<file path="config.mk">
export PLATFORM = sky130hd
export DESIGN_NAME = grid_raycast_column
export DESIGN_NICKNAME = d
export VERILOG_FILES = /design/src/rtl/grc_pkg.sv /design/src/rtl/grc_divider.sv /design/src/rtl/grc_datapath.sv /design/src/rtl/grc_ctrl.sv /design/src/rtl/grid_raycast_column.sv
export SDC_FILE = /design/constraint.sdc
export NUM_CORES = 2
export LEC_CHECK = 0
export BUFFER_PORTS_ARGS = -buffer_cell sky130_fd_sc_hd__buf_2
export CAP_MARGIN = 20
export CORE_AREA = 3 3 536 538
export DETAILED_ROUTE_END_ITERATION = 8
export DIE_AREA = 0 0 539 541
export PLACE_DENSITY = 0.61
export SKIP_CTS_REPAIR_TIMING = 1
export SLEW_MARGIN = 10
export SYNTH_ARGS = -nofsm -noshare
export SYNTH_HDL_FRONTEND = slang
export SYNTH_HIERARCHICAL = 1
export SYNTH_SLANG_ARGS = --single-unit
</file>
<file path="constraint.sdc">
create_clock -name i_clk -period 11.65 [get_ports i_clk]
set_input_delay 0 -clock i_clk [delete_from_list [all_inputs] [get_ports i_clk]]
set_output_delay 0 -clock i_clk [all_outputs]
set_load 0.02 [all_outputs]
</file>
<file path="src/rtl/grc_pkg.sv">
package grc_pkg;

    // Fixed field widths
    localparam int COL_W      = 11;
    localparam int WALLS_W    = 8;
    localparam int IDX_W      = 8;
    localparam int DIST_W     = 16;
    localparam int TEX_W      = 8;
    localparam int HEIGHT_W   = 16;
    localparam int CFG_ADDR_W = 3;
    localparam int CFG_DATA_W = 16;
    localparam int IN_DATA_W  = 32;
    localparam int OUT_DATA_W = 56;
    localparam int MAP_DEPTH  = 256;

    // Datapath widths
    localparam int DIV_NUM_W = 26;
    localparam int DIV_DEN_W = 30;
    localparam int SCAN_W    = 27;
    localparam int RAY_W     = 30;
    localparam int MUL_A_W   = 17;
    localparam int MUL_B_W   = 30;
    localparam int PROD_W    = MUL_A_W + MUL_B_W;

    // Parameter defaults
    localparam int GRID_SIDE_DEF    = 16;
    localparam int MAX_STEPS_DEF    = 32;
    localparam int HEIGHT_SCALE_DEF = 1;

    typedef enum logic [CFG_ADDR_W-1:0] {
        REG_POS_X, REG_POS_Y, REG_DIR_X, REG_DIR_Y,
        REG_PLANE_X, REG_PLANE_Y, REG_VIEW_WIDTH, REG_VIEW_HEIGHT
    } t_cfg_reg;

    typedef enum logic [1:0] {
        CAST_HIT = 2'd0, CAST_LEFT_GRID = 2'd1, CAST_STEP_LIMIT = 2'd2
    } t_cast_status;

    typedef enum logic [4:0] {
        OP_NONE, OP_LOAD, OP_CAST_INIT, OP_SCAN_DIV, OP_SCAN_SAVE,
        OP_MUL_RX, OP_SAVE_RX, OP_MUL_RY, OP_SAVE_RY,
        OP_DX_INF, OP_DX_DIV, OP_DX_SAVE, OP_DY_INF, OP_DY_DIV, OP_DY_SAVE,
        OP_MUL_SX, OP_SAVE_SX, OP_MUL_SY, OP_SAVE_SY,
        OP_WALK_READ, OP_WALK_STEP, OP_HIT, OP_FAIL_GRID, OP_FAIL_STEPS,
        OP_MUL_TEX, OP_SAVE_TEX, OP_HT_MAX, OP_HT_DIV, OP_HT_SAVE, OP_EMIT
    } t_op;

    typedef struct packed {
        logic div_done;
        logic rx_zero;
        logic ry_zero;
        logic out_grid;
        logic steps_done;
        logic cell_hit;
        logic dist_zero;
    } t_dp_status;

endpackage

</file>
<file path="src/rtl/grc_divider.sv">
module grc_divider (
    input  logic                          i_clk,
    input  logic                          i_rst_n,
    input  logic                          i_start,
    input  logic [grc_pkg::DIV_NUM_W-1:0] i_num,
    input  logic [grc_pkg::DIV_DEN_W-1:0] i_den,
    output logic                          o_done,
    output logic [grc_pkg::DIV_NUM_W-1:0] o_quot
);
    import grc_pkg::*;

    localparam int CNT_W = $clog2(DIV_NUM_W + 1);

    logic [DIV_NUM_W-1:0] r_num;
    logic [DIV_NUM_W-1:0] r_quot;
    logic [DIV_DEN_W-1:0] r_den;
    logic [DIV_DEN_W:0]   r_rem;
    logic [CNT_W-1:0]     r_cnt;
    logic                 r_busy;
    logic                 r_done;
    logic [DIV_DEN_W:0]   w_shift;
    logic                 w_ge;

    // one quotient bit per cycle, restoring
    assign w_shift = {r_rem[DIV_DEN_W-1:0], r_num[DIV_NUM_W-1]};
    assign w_ge    = w_shift >= {1'b0, r_den};

    always_ff @(posedge i_clk) begin
        if (!i_rst_n) begin
            r_busy <= 1'b0;
            r_done <= 1'b0;
            r_cnt  <= '0;
        end else begin
            r_done <= 1'b0;
            if (i_start) begin
                r_busy <= 1'b1;
                r_num  <= i_num;
                r_den  <= i_den;
                r_rem  <= '0;
                r_quot <= '0;
                r_cnt  <= CNT_W'(DIV_NUM_W);
            end else if (r_busy) begin
                r_rem  <= w_ge ? (w_shift - {1'b0, r_den}) : w_shift;
                r_quot <= {r_quot[DIV_NUM_W-2:0], w_ge};
                r_num  <= {r_num[DIV_NUM_W-2:0], 1'b0};
                r_cnt  <= r_cnt - 1'b1;
                if (r_cnt == CNT_W'(1)) begin
                    r_busy <= 1'b0;
                    r_done <= 1'b1;
                end
            end
        end
    end

    assign o_done = r_done;
    assign o_quot = r_quot;

endmodule

</file>
<file path="src/rtl/grc_datapath.sv">
module grc_datapath #(
    parameter int GRID_SIDE    = grc_pkg::GRID_SIDE_DEF,
    parameter int MAX_STEPS    = grc_pkg::MAX_STEPS_DEF,
    parameter int HEIGHT_SCALE = grc_pkg::HEIGHT_SCALE_DEF
) (
    input  logic                           i_clk,
    input  logic                           i_rst_n,
    input  grc_pkg::t_op                   i_op,
    output grc_pkg::t_dp_status            o_status,
    input  logic                           i_cfg_we,
    input  logic [grc_pkg::CFG_ADDR_W-1:0] i_cfg_addr,
    input  logic [grc_pkg::CFG_DATA_W-1:0] i_cfg_data,
    input  logic [grc_pkg::IDX_W-1:0]      i_cell_index,
    input  logic [grc_pkg::WALLS_W-1:0]    i_cell_walls,
    input  logic [grc_pkg::COL_W-1:0]      i_column,
    output logic [grc_pkg::OUT_DATA_W-1:0] o_result
);
    import grc_pkg::*;

    localparam int SIDE_W = 17 + $clog2(MAX_STEPS + 1);
    localparam int STEP_W = $clog2(MAX_STEPS + 1);
    localparam int CRD_W  = $clog2(GRID_SIDE + MAX_STEPS + 1) + 1;
    localparam int ADDR_W = 2 * CRD_W;

    // configuration registers
    logic [11:0]        r_pos_x, r_pos_y;
    logic signed [15:0] r_dir_x, r_dir_y, r_plane_x, r_plane_y;
    logic [10:0]        r_vw;
    logic [9:0]         r_vh;

    // map store
    logic [WALLS_W-1:0] r_mem [MAP_DEPTH];
    logic [WALLS_W-1:0] r_rdata;

    // ray state
    logic [COL_W-1:0]          r_col;
    logic signed [SCAN_W-1:0]  r_scan;
    logic signed [RAY_W-1:0]   r_rx, r_ry;
    logic [DIST_W-1:0]         r_dx, r_dy;
    logic                      r_inf_x, r_inf_y;
    logic [SIDE_W-1:0]         r_sx, r_sy;
    logic signed [CRD_W-1:0]   r_mx, r_my;
    logic [STEP_W-1:0]         r_steps;
    logic                      r_xs;
    logic signed [PROD_W-1:0]  r_prod;

    // result fields
    logic [1:0]          r_code;
    logic                r_side;
    logic [DIST_W-1:0]   r_dist;
    logic [TEX_W-1:0]    r_tex;
    logic [HEIGHT_W-1:0] r_height;
    logic [1:0]          r_status;
    logic [OUT_DATA_W-1:0] r_result;

    // combinational helpers
    logic                      w_div_start, w_div_done;
    logic [DIV_NUM_W-1:0]      w_div_num, w_div_quot;
    logic [DIV_DEN_W-1:0]      w_div_den;
    logic signed [MUL_A_W-1:0] w_mul_a;
    logic signed [MUL_B_W-1:0] w_mul_b;
    logic [ADDR_W-1:0]         w_addr;
    logic                      w_xs;
    logic [1:0]                w_face;
    logic [8:0]                w_fx, w_fy;
    logic [DIST_W-1:0]         w_dq;
    logic [DIST_W-1:0]         w_dsat;
    logic [SIDE_W-1:0]         w_dist_raw;
    logic                      w_dist_inf;

    grc_divider u_div (
        .i_clk   (i_clk),
        .i_rst_n (i_rst_n),
        .i_start (w_div_start),
        .i_num   (w_div_num),
        .i_den   (w_div_den),
        .o_done  (w_div_done),
        .o_quot  (w_div_quot)
    );

    // select divider operands
    always_comb begin
        w_div_start = 1'b0;
        w_div_num   = '0;
        w_div_den   = '0;
        case (i_op)
            OP_SCAN_DIV: begin
                w_div_start = 1'b1;
                w_div_num   = {r_col, 15'b0};
                w_div_den   = (r_vw == '0) ? DIV_DEN_W'(1) : DIV_DEN_W'(r_vw);
            end
            OP_DX_DIV: begin
                w_div_start = 1'b1;
                w_div_num   = DIV_NUM_W'(1) << 22;
                w_div_den   = r_rx[RAY_W-1] ? DIV_DEN_W'(-r_rx) : DIV_DEN_W'(r_rx);
            end
            OP_DY_DIV: begin
                w_div_start = 1'b1;
                w_div_num   = DIV_NUM_W'(1) << 22;
                w_div_den   = r_ry[RAY_W-1] ? DIV_DEN_W'(-r_ry) : DIV_DEN_W'(r_ry);
            end
            OP_HT_DIV: begin
                w_div_start = 1'b1;
                w_div_num   = DIV_NUM_W'(HEIGHT_SCALE * 32'(r_vh)) << 8;
                w_div_den   = DIV_DEN_W'(r_dist);
            end
            default: ;
        endcase
    end

    // first crossing fractions
    assign w_fx = r_rx[RAY_W-1] ? {1'b0, r_pos_x[7:0]} : 9'd256 - {1'b0, r_pos_x[7:0]};
    assign w_fy = r_ry[RAY_W-1] ? {1'b0, r_pos_y[7:0]} : 9'd256 - {1'b0, r_pos_y[7:0]};

    // select multiplier operands
    always_comb begin
        w_mul_a = '0;
        w_mul_b = '0;
        case (i_op)
            OP_MUL_RX: begin
                w_mul_a = MUL_A_W'(r_plane_x);
                w_mul_b = MUL_B_W'(r_scan);
            end
            OP_MUL_RY: begin
                w_mul_a = MUL_A_W'(r_plane_y);
                w_mul_b = MUL_B_W'(r_scan);
            end
            OP_MUL_SX: begin
                w_mul_a = MUL_A_W'(w_fx);
                w_mul_b = MUL_B_W'(r_dx);
            end
            OP_MUL_SY: begin
                w_mul_a = MUL_A_W'(w_fy);
                w_mul_b = MUL_B_W'(r_dy);
            end
            OP_MUL_TEX: begin
                w_mul_a = MUL_A_W'(r_dist);
                w_mul_b = r_side ? r_rx : r_ry;
            end
            default: ;
        endcase
    end

    // walk helpers
    assign w_addr = ADDR_W'($unsigned(r_my)) * ADDR_W'(GRID_SIDE) + ADDR_W'($unsigned(r_mx));
    assign w_xs   = !r_inf_x && (r_inf_y || (r_sx < r_sy));
    assign w_face = r_xs ? (r_rx[RAY_W-1] ? r_rdata[1:0] : r_rdata[5:4])
                         : (r_ry[RAY_W-1] ? r_rdata[3:2] : r_rdata[7:6]);
    assign w_dist_raw = r_xs ? r_sx : r_sy;
    assign w_dist_inf = r_xs ? r_inf_x : r_inf_y;
    assign w_dsat = (w_dist_inf || (w_dist_raw > SIDE_W'(16'hFFFF))) ? 16'hFFFF
                                                                     : w_dist_raw[DIST_W-1:0];
    assign w_dq   = (w_div_quot > DIV_NUM_W'(16'hFFFF)) ? 16'hFFFF : w_div_quot[DIST_W-1:0];

    // configuration writes
    always_ff @(posedge i_clk) begin
        if (!i_rst_n) begin
            r_pos_x   <= 12'd384;
            r_pos_y   <= 12'd384;
            r_dir_x   <= 16'sd16384;
            r_dir_y   <= 16'sd0;
            r_plane_x <= 16'sd0;
            r_plane_y <= 16'sd10813;
            r_vw      <= 11'd640;
            r_vh      <= 10'd480;
        end else if (i_cfg_we) begin
            case (t_cfg_reg'(i_cfg_addr))
                REG_POS_X:       r_pos_x   <= i_cfg_data[11:0];
                REG_POS_Y:       r_pos_y   <= i_cfg_data[11:0];
                REG_DIR_X:       r_dir_x   <= i_cfg_data;
                REG_DIR_Y:       r_dir_y   <= i_cfg_data;
                REG_PLANE_X:     r_plane_x <= i_cfg_data;
                REG_PLANE_Y:     r_plane_y <= i_cfg_data;
                REG_VIEW_WIDTH:  r_vw      <= i_cfg_data[10:0];
                REG_VIEW_HEIGHT: r_vh      <= i_cfg_data[9:0];
                default: ;
            endcase
        end
    end

    // map store port
    always_ff @(posedge i_clk) begin
        if (i_op == OP_LOAD) begin
            r_mem[i_cell_index] <= i_cell_walls;
        end
        if (i_op == OP_WALK_READ) begin
            r_rdata <= r_mem[w_addr[IDX_W-1:0]];
        end
    end

    // ray datapath
    always_ff @(posedge i_clk) begin
        r_prod <= w_mul_a * w_mul_b;
        case (i_op)
            OP_CAST_INIT: begin
                r_col    <= i_column;
                r_mx     <= CRD_W'(r_pos_x[11:8]);
                r_my     <= CRD_W'(r_pos_y[11:8]);
                r_steps  <= '0;
                r_inf_x  <= 1'b0;
                r_inf_y  <= 1'b0;
                r_code   <= '0;
                r_side   <= 1'b0;
                r_dist   <= '0;
                r_tex    <= '0;
                r_height <= '0;
            end
            OP_SCAN_SAVE: r_scan <= $signed({1'b0, w_div_quot}) - SCAN_W'(16384);
            OP_SAVE_RX:   r_rx   <= RAY_W'(r_dir_x) + r_prod[RAY_W+13:14];
            OP_SAVE_RY:   r_ry   <= RAY_W'(r_dir_y) + r_prod[RAY_W+13:14];
            OP_DX_INF:    r_inf_x <= 1'b1;
            OP_DY_INF:    r_inf_y <= 1'b1;
            OP_DX_SAVE:   r_dx   <= w_dq;
            OP_DY_SAVE:   r_dy   <= w_dq;
            OP_SAVE_SX:   r_sx   <= r_prod[SIDE_W+7:8];
            OP_SAVE_SY:   r_sy   <= r_prod[SIDE_W+7:8];
            OP_WALK_READ: r_xs   <= w_xs;
            OP_WALK_STEP: begin
                r_steps <= r_steps + 1'b1;
                if (r_xs) begin
                    if (!r_inf_x) r_sx <= r_sx + SIDE_W'(r_dx);
                    r_mx <= r_rx[RAY_W-1] ? r_mx - 1'b1 : r_mx + 1'b1;
                end else begin
                    if (!r_inf_y) r_sy <= r_sy + SIDE_W'(r_dy);
                    r_my <= r_ry[RAY_W-1] ? r_my - 1'b1 : r_my + 1'b1;
                end
            end
            OP_HIT: begin
                r_code   <= w_face;
                r_side   <= !r_xs;
                r_dist   <= w_dsat;
                r_status <= CAST_HIT;
            end
            OP_FAIL_GRID:  r_status <= CAST_LEFT_GRID;
            OP_FAIL_STEPS: r_status <= CAST_STEP_LIMIT;
            OP_SAVE_TEX: begin
                r_tex <= (r_side ? r_pos_x[7:0] : r_pos_y[7:0]) + r_prod[21:14];
            end
            OP_HT_MAX:  r_height <= 16'hFFFF;
            OP_HT_SAVE: r_height <= w_dq;
            OP_EMIT: begin
                r_result <= {r_status, r_height, r_tex, r_dist, r_side, r_code, r_col};
            end
            default: ;
        endcase
    end

    // status to the controller
    always_comb begin
        o_status.div_done   = w_div_done;
        o_status.rx_zero    = (r_rx == '0);
        o_status.ry_zero    = (r_ry == '0);
        o_status.out_grid   = r_mx < 0 || r_my < 0 || r_mx >= CRD_W'(GRID_SIDE)
                              || r_my >= CRD_W'(GRID_SIDE) || w_addr >= ADDR_W'(MAP_DEPTH);
        o_status.steps_done = (r_steps == STEP_W'(MAX_STEPS));
        o_status.cell_hit   = (w_face != 2'd0);
        o_status.dist_zero  = (r_dist == '0);
    end

    assign o_result = r_result;

endmodule

</file>
<file path="src/rtl/grc_ctrl.sv">
module grc_ctrl (
    input  logic                i_clk,
    input  logic                i_rst_n,
    input  logic                i_in_valid,
    input  logic                i_req_cast,
    output logic                o_in_ready,
    output logic                o_out_valid,
    input  logic                i_out_ready,
    input  grc_pkg::t_dp_status i_status,
    output grc_pkg::t_op        o_op
);
    import grc_pkg::*;

    typedef enum logic [4:0] {
        S_IDLE, S_SCAN, S_SCAN_WAIT, S_SCAN_SAVE, S_MUL_RX, S_SAVE_RX, S_MUL_RY, S_SAVE_RY,
        S_DX, S_DX_WAIT, S_DX_SAVE, S_DY, S_DY_WAIT, S_DY_SAVE,
        S_MUL_SX, S_SAVE_SX, S_MUL_SY, S_SAVE_SY, S_CHECK, S_EVAL,
        S_MUL_TEX, S_SAVE_TEX, S_HT, S_HT_WAIT, S_HT_SAVE, S_EMIT
    } t_state;

    t_state r_state, n_state;
    logic   r_out_valid, n_out_valid;

    // next state and command
    always_comb begin
        n_state     = r_state;
        n_out_valid = r_out_valid && !i_out_ready;
        o_op        = OP_NONE;
        case (r_state)
            S_IDLE: begin
                if (i_in_valid) begin
                    if (i_req_cast) begin
                        o_op    = OP_CAST_INIT;
                        n_state = S_SCAN;
                    end else begin
                        o_op = OP_LOAD;
                    end
                end
            end
            S_SCAN: begin
                o_op    = OP_SCAN_DIV;
                n_state = S_SCAN_WAIT;
            end
            S_SCAN_WAIT: if (i_status.div_done) n_state = S_SCAN_SAVE;
            S_SCAN_SAVE: begin
                o_op    = OP_SCAN_SAVE;
                n_state = S_MUL_RX;
            end
            S_MUL_RX: begin
                o_op    = OP_MUL_RX;
                n_state = S_SAVE_RX;
            end
            S_SAVE_RX: begin
                o_op    = OP_SAVE_RX;
                n_state = S_MUL_RY;
            end
            S_MUL_RY: begin
                o_op    = OP_MUL_RY;
                n_state = S_SAVE_RY;
            end
            S_SAVE_RY: begin
                o_op    = OP_SAVE_RY;
                n_state = S_DX;
            end
            S_DX: begin
                if (i_status.rx_zero) begin
                    o_op    = OP_DX_INF;
                    n_state = S_DY;
                end else begin
                    o_op    = OP_DX_DIV;
                    n_state = S_DX_WAIT;
                end
            end
            S_DX_WAIT: if (i_status.div_done) n_state = S_DX_SAVE;
            S_DX_SAVE: begin
                o_op    = OP_DX_SAVE;
                n_state = S_DY;
            end
            S_DY: begin
                if (i_status.ry_zero) begin
                    o_op    = OP_DY_INF;
                    n_state = S_MUL_SX;
                end else begin
                    o_op    = OP_DY_DIV;
                    n_state = S_DY_WAIT;
                end
            end
            S_DY_WAIT: if (i_status.div_done) n_state = S_DY_SAVE;
            S_DY_SAVE: begin
                o_op    = OP_DY_SAVE;
                n_state = S_MUL_SX;
            end
            S_MUL_SX: begin
                o_op    = OP_MUL_SX;
                n_state = S_SAVE_SX;
            end
            S_SAVE_SX: begin
                o_op    = OP_SAVE_SX;
                n_state = S_MUL_SY;
            end
            S_MUL_SY: begin
                o_op    = OP_MUL_SY;
                n_state = S_SAVE_SY;
            end
            S_SAVE_SY: begin
                o_op    = OP_SAVE_SY;
                n_state = S_CHECK;
            end
            // step limit first, then the grid bounds, then read the cell
            S_CHECK: begin
                if (i_status.steps_done) begin
                    o_op    = OP_FAIL_STEPS;
                    n_state = S_EMIT;
                end else if (i_status.out_grid) begin
                    o_op    = OP_FAIL_GRID;
                    n_state = S_EMIT;
                end else begin
                    o_op    = OP_WALK_READ;
                    n_state = S_EVAL;
                end
            end
            S_EVAL: begin
                if (i_status.cell_hit) begin
                    o_op    = OP_HIT;
                    n_state = S_MUL_TEX;
                end else begin
                    o_op    = OP_WALK_STEP;
                    n_state = S_CHECK;
                end
            end
            S_MUL_TEX: begin
                o_op    = OP_MUL_TEX;
                n_state = S_SAVE_TEX;
            end
            S_SAVE_TEX: begin
                o_op    = OP_SAVE_TEX;
                n_state = S_HT;
            end
            S_HT: begin
                if (i_status.dist_zero) begin
                    o_op    = OP_HT_MAX;
                    n_state = S_EMIT;
                end else begin
                    o_op    = OP_HT_DIV;
                    n_state = S_HT_WAIT;
                end
            end
            S_HT_WAIT: if (i_status.div_done) n_state = S_HT_SAVE;
            S_HT_SAVE: begin
                o_op    = OP_HT_SAVE;
                n_state = S_EMIT;
            end
            // hand the result over once the output register is free
            S_EMIT: begin
                if (!r_out_valid || i_out_ready) begin
                    o_op        = OP_EMIT;
                    n_out_valid = 1'b1;
                    n_state     = S_IDLE;
                end
            end
            default: n_state = S_IDLE;
        endcase
    end

    always_ff @(posedge i_clk) begin
        if (!i_rst_n) begin
            r_state     <= S_IDLE;
            r_out_valid <= 1'b0;
        end else begin
            r_state     <= n_state;
            r_out_valid <= n_out_valid;
        end
    end

    assign o_in_ready  = (r_state == S_IDLE);
    assign o_out_valid = r_out_valid;

endmodule

</file>
<file path="src/rtl/grid_raycast_column.sv">
// Channel   | Direction | Contents
// s_axis    | in        | tdata: cell_index, cell_walls, column; tuser: req_type
// m_axis    | out       | tdata: out_column .. cast_status, one per cast
// i_cfg_*   | in        | register write: index, data
//
// A cast uses the shared bit-serial divider for the scan position, the two step
// lengths and the height; each division is issued, waited on and saved, and a
// zero ray component or a zero distance skips that division. Accept, multiply
// and setup states come around these, and the map walk spends a check state and
// an evaluate state on each cell visited, as the map store has a registered port.
// Reset is synchronous and active low; the map store is not cleared.
// A finished result waits in the output register; a stalled output holds the
// block in its final state until that register frees up.
module grid_raycast_column #(
    parameter int GRID_SIDE    = grc_pkg::GRID_SIDE_DEF,
    parameter int MAX_STEPS    = grc_pkg::MAX_STEPS_DEF,
    parameter int HEIGHT_SCALE = grc_pkg::HEIGHT_SCALE_DEF
) (
    input  logic                           i_clk,
    input  logic                           i_rst_n,
    input  logic                           s_axis_tvalid,
    output logic                           s_axis_tready,
    // cell_index[7:0], cell_walls[15:8], column[26:16], zero fill
    input  logic [grc_pkg::IN_DATA_W-1:0]  s_axis_tdata,
    // req_type[0]
    input  logic                           s_axis_tuser,
    output logic                           m_axis_tvalid,
    input  logic                           m_axis_tready,
    // out_column[10:0], wall_code[12:11], hit_side[13], wall_distance[29:14],
    // texture_offset[37:30], wall_height[53:38], cast_status[55:54]
    output logic [grc_pkg::OUT_DATA_W-1:0] m_axis_tdata,
    input  logic                           i_cfg_we,
    input  logic [grc_pkg::CFG_ADDR_W-1:0] i_cfg_addr,
    input  logic [grc_pkg::CFG_DATA_W-1:0] i_cfg_data
);
    import grc_pkg::*;

    t_op        w_op;
    t_dp_status w_status;

    grc_ctrl u_ctrl (
        .i_clk       (i_clk),
        .i_rst_n     (i_rst_n),
        .i_in_valid  (s_axis_tvalid),
        .i_req_cast  (s_axis_tuser),
        .o_in_ready  (s_axis_tready),
        .o_out_valid (m_axis_tvalid),
        .i_out_ready (m_axis_tready),
        .i_status    (w_status),
        .o_op        (w_op)
    );

    grc_datapath #(
        .GRID_SIDE    (GRID_SIDE),
        .MAX_STEPS    (MAX_STEPS),
        .HEIGHT_SCALE (HEIGHT_SCALE)
    ) u_dp (
        .i_clk        (i_clk),
        .i_rst_n      (i_rst_n),
        .i_op         (w_op),
        .o_status     (w_status),
        .i_cfg_we     (i_cfg_we),
        .i_cfg_addr   (i_cfg_addr),
        .i_cfg_data   (i_cfg_data),
        .i_cell_index (s_axis_tdata[7:0]),
        .i_cell_walls (s_axis_tdata[15:8]),
        .i_column     (s_axis_tdata[26:16]),
        .o_result     (m_axis_tdata)
    );

endmodule

</file>
==> metrics.txt <==
Critical Path AT about 12 ns; CTS tree built; Logic pwr share between 30% and 40%; vias in the first global route ~73000; DR vias/cell 5.79; final setup fails 0; Slew Viols, Final 0; worst clock skew between 0.09 and 0.1 ns; Routed Antenna Nets 0; setup TNS 0 ns; leakage power ~50 nW; Final #Nets 9422; Switching Share between 30% and 40%; number of flops mapped to enable cells by yosys 2468; PD cells 205 mW/mm2; Row Count just under 200; xor/xnor cell area share of the yosys netlist under 10%; die footprint between 0.2 and 0.3 mm2; CORE AREA between 0.2 and 0.3 mm2; Top cell by count, worst path fa_1; worst setup path category flop to flop; post-synthesis compound-gate area fraction under 10%; I/O pin count 115; most used routing layer met2; IR drop worst, VDD 254 uV; Synth cell types between 90 and 100; count of input and output buffers about 110; initial core utilization between 40 and 50%; Post-Synth Adder-Cell Area between 10% and 20%; Worst Tran Pin Value 1.15 ns; clock share of power between 20 and 30%; Syn Area/Cell about 15 um2; DRC viols 0; CP peak stage delay 0.61 ns; Post-Synth Simple-Gate Area just under 7%; synthesized area between 0.1 and 0.15 mm2; Clk Latency, worst-skew pair 0.87 ns; Worst setup SP type flop; Hold EP u_dp/r_pos_y[0]; reg2reg path depth 43; status complete, no violations; Main synth FF type edfxtp_1; Max Cap Violations 0; Layout Cells excl Fill 12600; Pint between 15 and 20 mW; Pre-antenna DRT Iters 8; Syn Inst Count slightly above 8000; GP Congestion 0.937; post-detail-place hpwl 227 mm; Tmin final 11.10 ns; grt ovf 0; Post-synth ARST share 0%; largest net degree at the start of global routing roughly 130; RSZ-0062 raised after global routing false; final core occ approximately half; Critical R2R Launch u_dp/r_ry[7]; Total GRT Usage a little under a quarter; met1 usage about a third; YS warnings 6; Placed Cells roughly 12000; final period utilization about 95%; antenna violations before repair 18; slowest cell on the critical path or4_1; Layout area overhead 12.4%; Seq/Total Area, Yosys approximately 61%; fraction of layout cells with a size suffix above 1 17.7%; via count between 70000 and 80000; worst reg-to-reg setup slack roughly 0.55 ns; Routed wire per std cell roughly 27 um; met3 Resource Use GR around 3.5%; htree depth 5; mux contribution to synthesized area between 10% and 20%; clock transition at the registers of the reported paths approximately 0.06 ns; first-pass GRT wire length roughly 500 mm; Min-Delay Path Class input pin to flop; Fill cells about 24000; largest family of logic cells by synthesized area multiplexers; Switch Pwr between 9 and 10 mW; met2 GRT Util 37.2%; final hold vios 0; WL final between 300 and 400 mm; drt initial violations 7273; Die H ~540 um; clk buf depth 4; Seq cells post-synth about 2600; worst rel slew slack 23.3%; f_max ~90 MHz; Req. time, crit path about 12 ns; clock sink count approximately 2600; end of the worst register-to-register path u_dp/r_prod[43]; Sequential Power Share 40.0%; hold depth 4; Worst setup EP type flop; min-delay src i_cfg_data[0]; Root Buffer clkbuf_16; maximum fanout along the worst path 7; Die Width around 540 um; Num CTS Buffers between 200 and 300
==> flip-flops by register name, indices dropped and copies added (netlist names), 23 cells and up <==
register / count
u_dp/r_prod: 36
u_dp/r_scan: 27
u_dp/u_div/o_quot: 26
u_dp/r_sx: 23
u_dp/o_result: 56
u_dp/r_ry: 30
u_dp/r_mem: 2048
u_dp/u_div/r_rem: 30
u_dp/r_sy: 23
u_dp/u_div/r_den: 30
u_dp/r_rx: 30
u_dp/u_div/r_num: 26
==> power by group through the flow <==
| stage | clock network [mW] | logic, mW | registers [mW] |
|---|---|---|---|
| after floorplan | 0 | 5.75 | 11.6 |
| after global placement | 0 | 8.77 | 11.9 |
| after detailed placement | 0 | 8.86 | 11.9 |
| after CTS | 8.81 | 8.90 | 11.7 |
| after global routing | 9.19 | 9.45 | 11.7 |
| final | 8.63 | 8.90 | 11.7 |
==> cell usage after synthesis (99+ instances only) <==
master | count | area, um2
xor2_1 | 106 | 928
inv_1 | 651 | 2440
a21oi_1 | 205 | 1030
nor2_1 | 778 | 2920
fa_1 | 476 | 9530
ha_1 | 274 | 3430
xnor2_1 | 147 | 1290
edfxtp_1 | 2468 | 74100
o21ai_0 | 197 | 986
nand2_1 | 689 | 2590
clkbuf_1 | 304 | 1140
dfxtp_1 | 158 | 3160
mux4_2 | 680 | 15300
a21boi_0 | 99 | 743
==> cell families after synthesis <==
kind of cell | count (synthesis)
compound gates | 868
fa+ha+maj | 750
buf+inv | 1043
simple gates | 1978
xor+xnor | 253
flops | 2626
mux | 764
other cells | 1
==> worst max-delay path by stage <==
stage / startpoint / to / slack [ns] / cells past startpoint
after floorplan: u_dp/r_ry[7] / u_dp/r_prod[39] / 0.72 / 44
after global placement: u_dp/r_ry[9] / u_dp/r_prod[41] / 0.15 / 45
after detailed placement: u_dp/r_ry[9] / u_dp/r_prod[41] / 0.14 / 45
after CTS: u_dp/r_ry[9] / u_dp/r_prod[41] / 0.08 / 45
after global routing: u_dp/r_ry[7] / u_dp/r_prod[43] / 0.009 / 43
final: u_dp/r_ry[7] / u_dp/r_prod[43] / 0.55 / 43
==> placed cells by master, fill, tap and decap left out, drive strengths merged, types with 30 or more instances in the layout <==
master and instances:
a21oi 205, xor2 106, clkbuf 352, o31ai 34
nor3 61, o21ai 210, clkinv 89, xnor2 147
nand2b 59, mux2 45, buf 364, fa 476
ha 274, o21a 40, nand3 83, inv 668
nor2 778, a21boi 101, mux2i 39, nor2b 72
nand2 689, nand4 42, and2 30, dlygate4sd3 67
mux4 680, dfxtp 158, edfxtp 2468, a21o 87
==> cell type report <==
type / count / area (um2) / share of cell area (%)
Timing Repair Buffer: 439 / 3510 / 2.46
Tap cell: 3743 / 4680 / 3.28
Clock inverter: 137 / 1460 / 1.02
Clock buffer: 344 / 7290 / 5.10
Multi-Input combinational cell: 4621 / 46100 / 32.3
Inverter: 652 / 2450 / 1.71
Sequential cell: 2626 / 77300 / 54.1
Antenna cell: 5 / 12.5 / 0.00877
==> metal layers <==
metal	wire, um	up-vias
li1	-	31400
met1	137000	38000
met2	162000	2787
met3	23300	578
met4	13200	10
met5	70	-
==> stage by stage <==
| stage | total power [mW] | cell area [um2] | hold slack, ns | setup WS (ns) |
|---|---|---|---|---|
| after detailed placement | 20.7 | 133000 | 0.178 | 0.138 |
| after global placement | 20.6 | 133000 | 0.181 | 0.148 |
| after CTS | 29.4 | 142000 | -0.695 | 0.0800 |
| after floorplan | 17.3 | 127000 | 0.0989 | 0.723 |
| after global routing | 30.4 | 143000 | 0.119 | 0.00893 |
| final | 29.2 | 143000 | 0.136 | 0.550 |
==> worst max-delay path, delay by kind of cell, from the launching register on <==
family	cells	cell delay, ns
and+or+nand+nor	12	3.31
adders and majority gates	7	3.26
AOI/OAI and AO/OA	15	2.98
buffers and inverters	8	0.94
DFF	1	0.39
xor gates and xnor gates	1	0.13
Note: power is estimated with default switching activity, not from simulation.
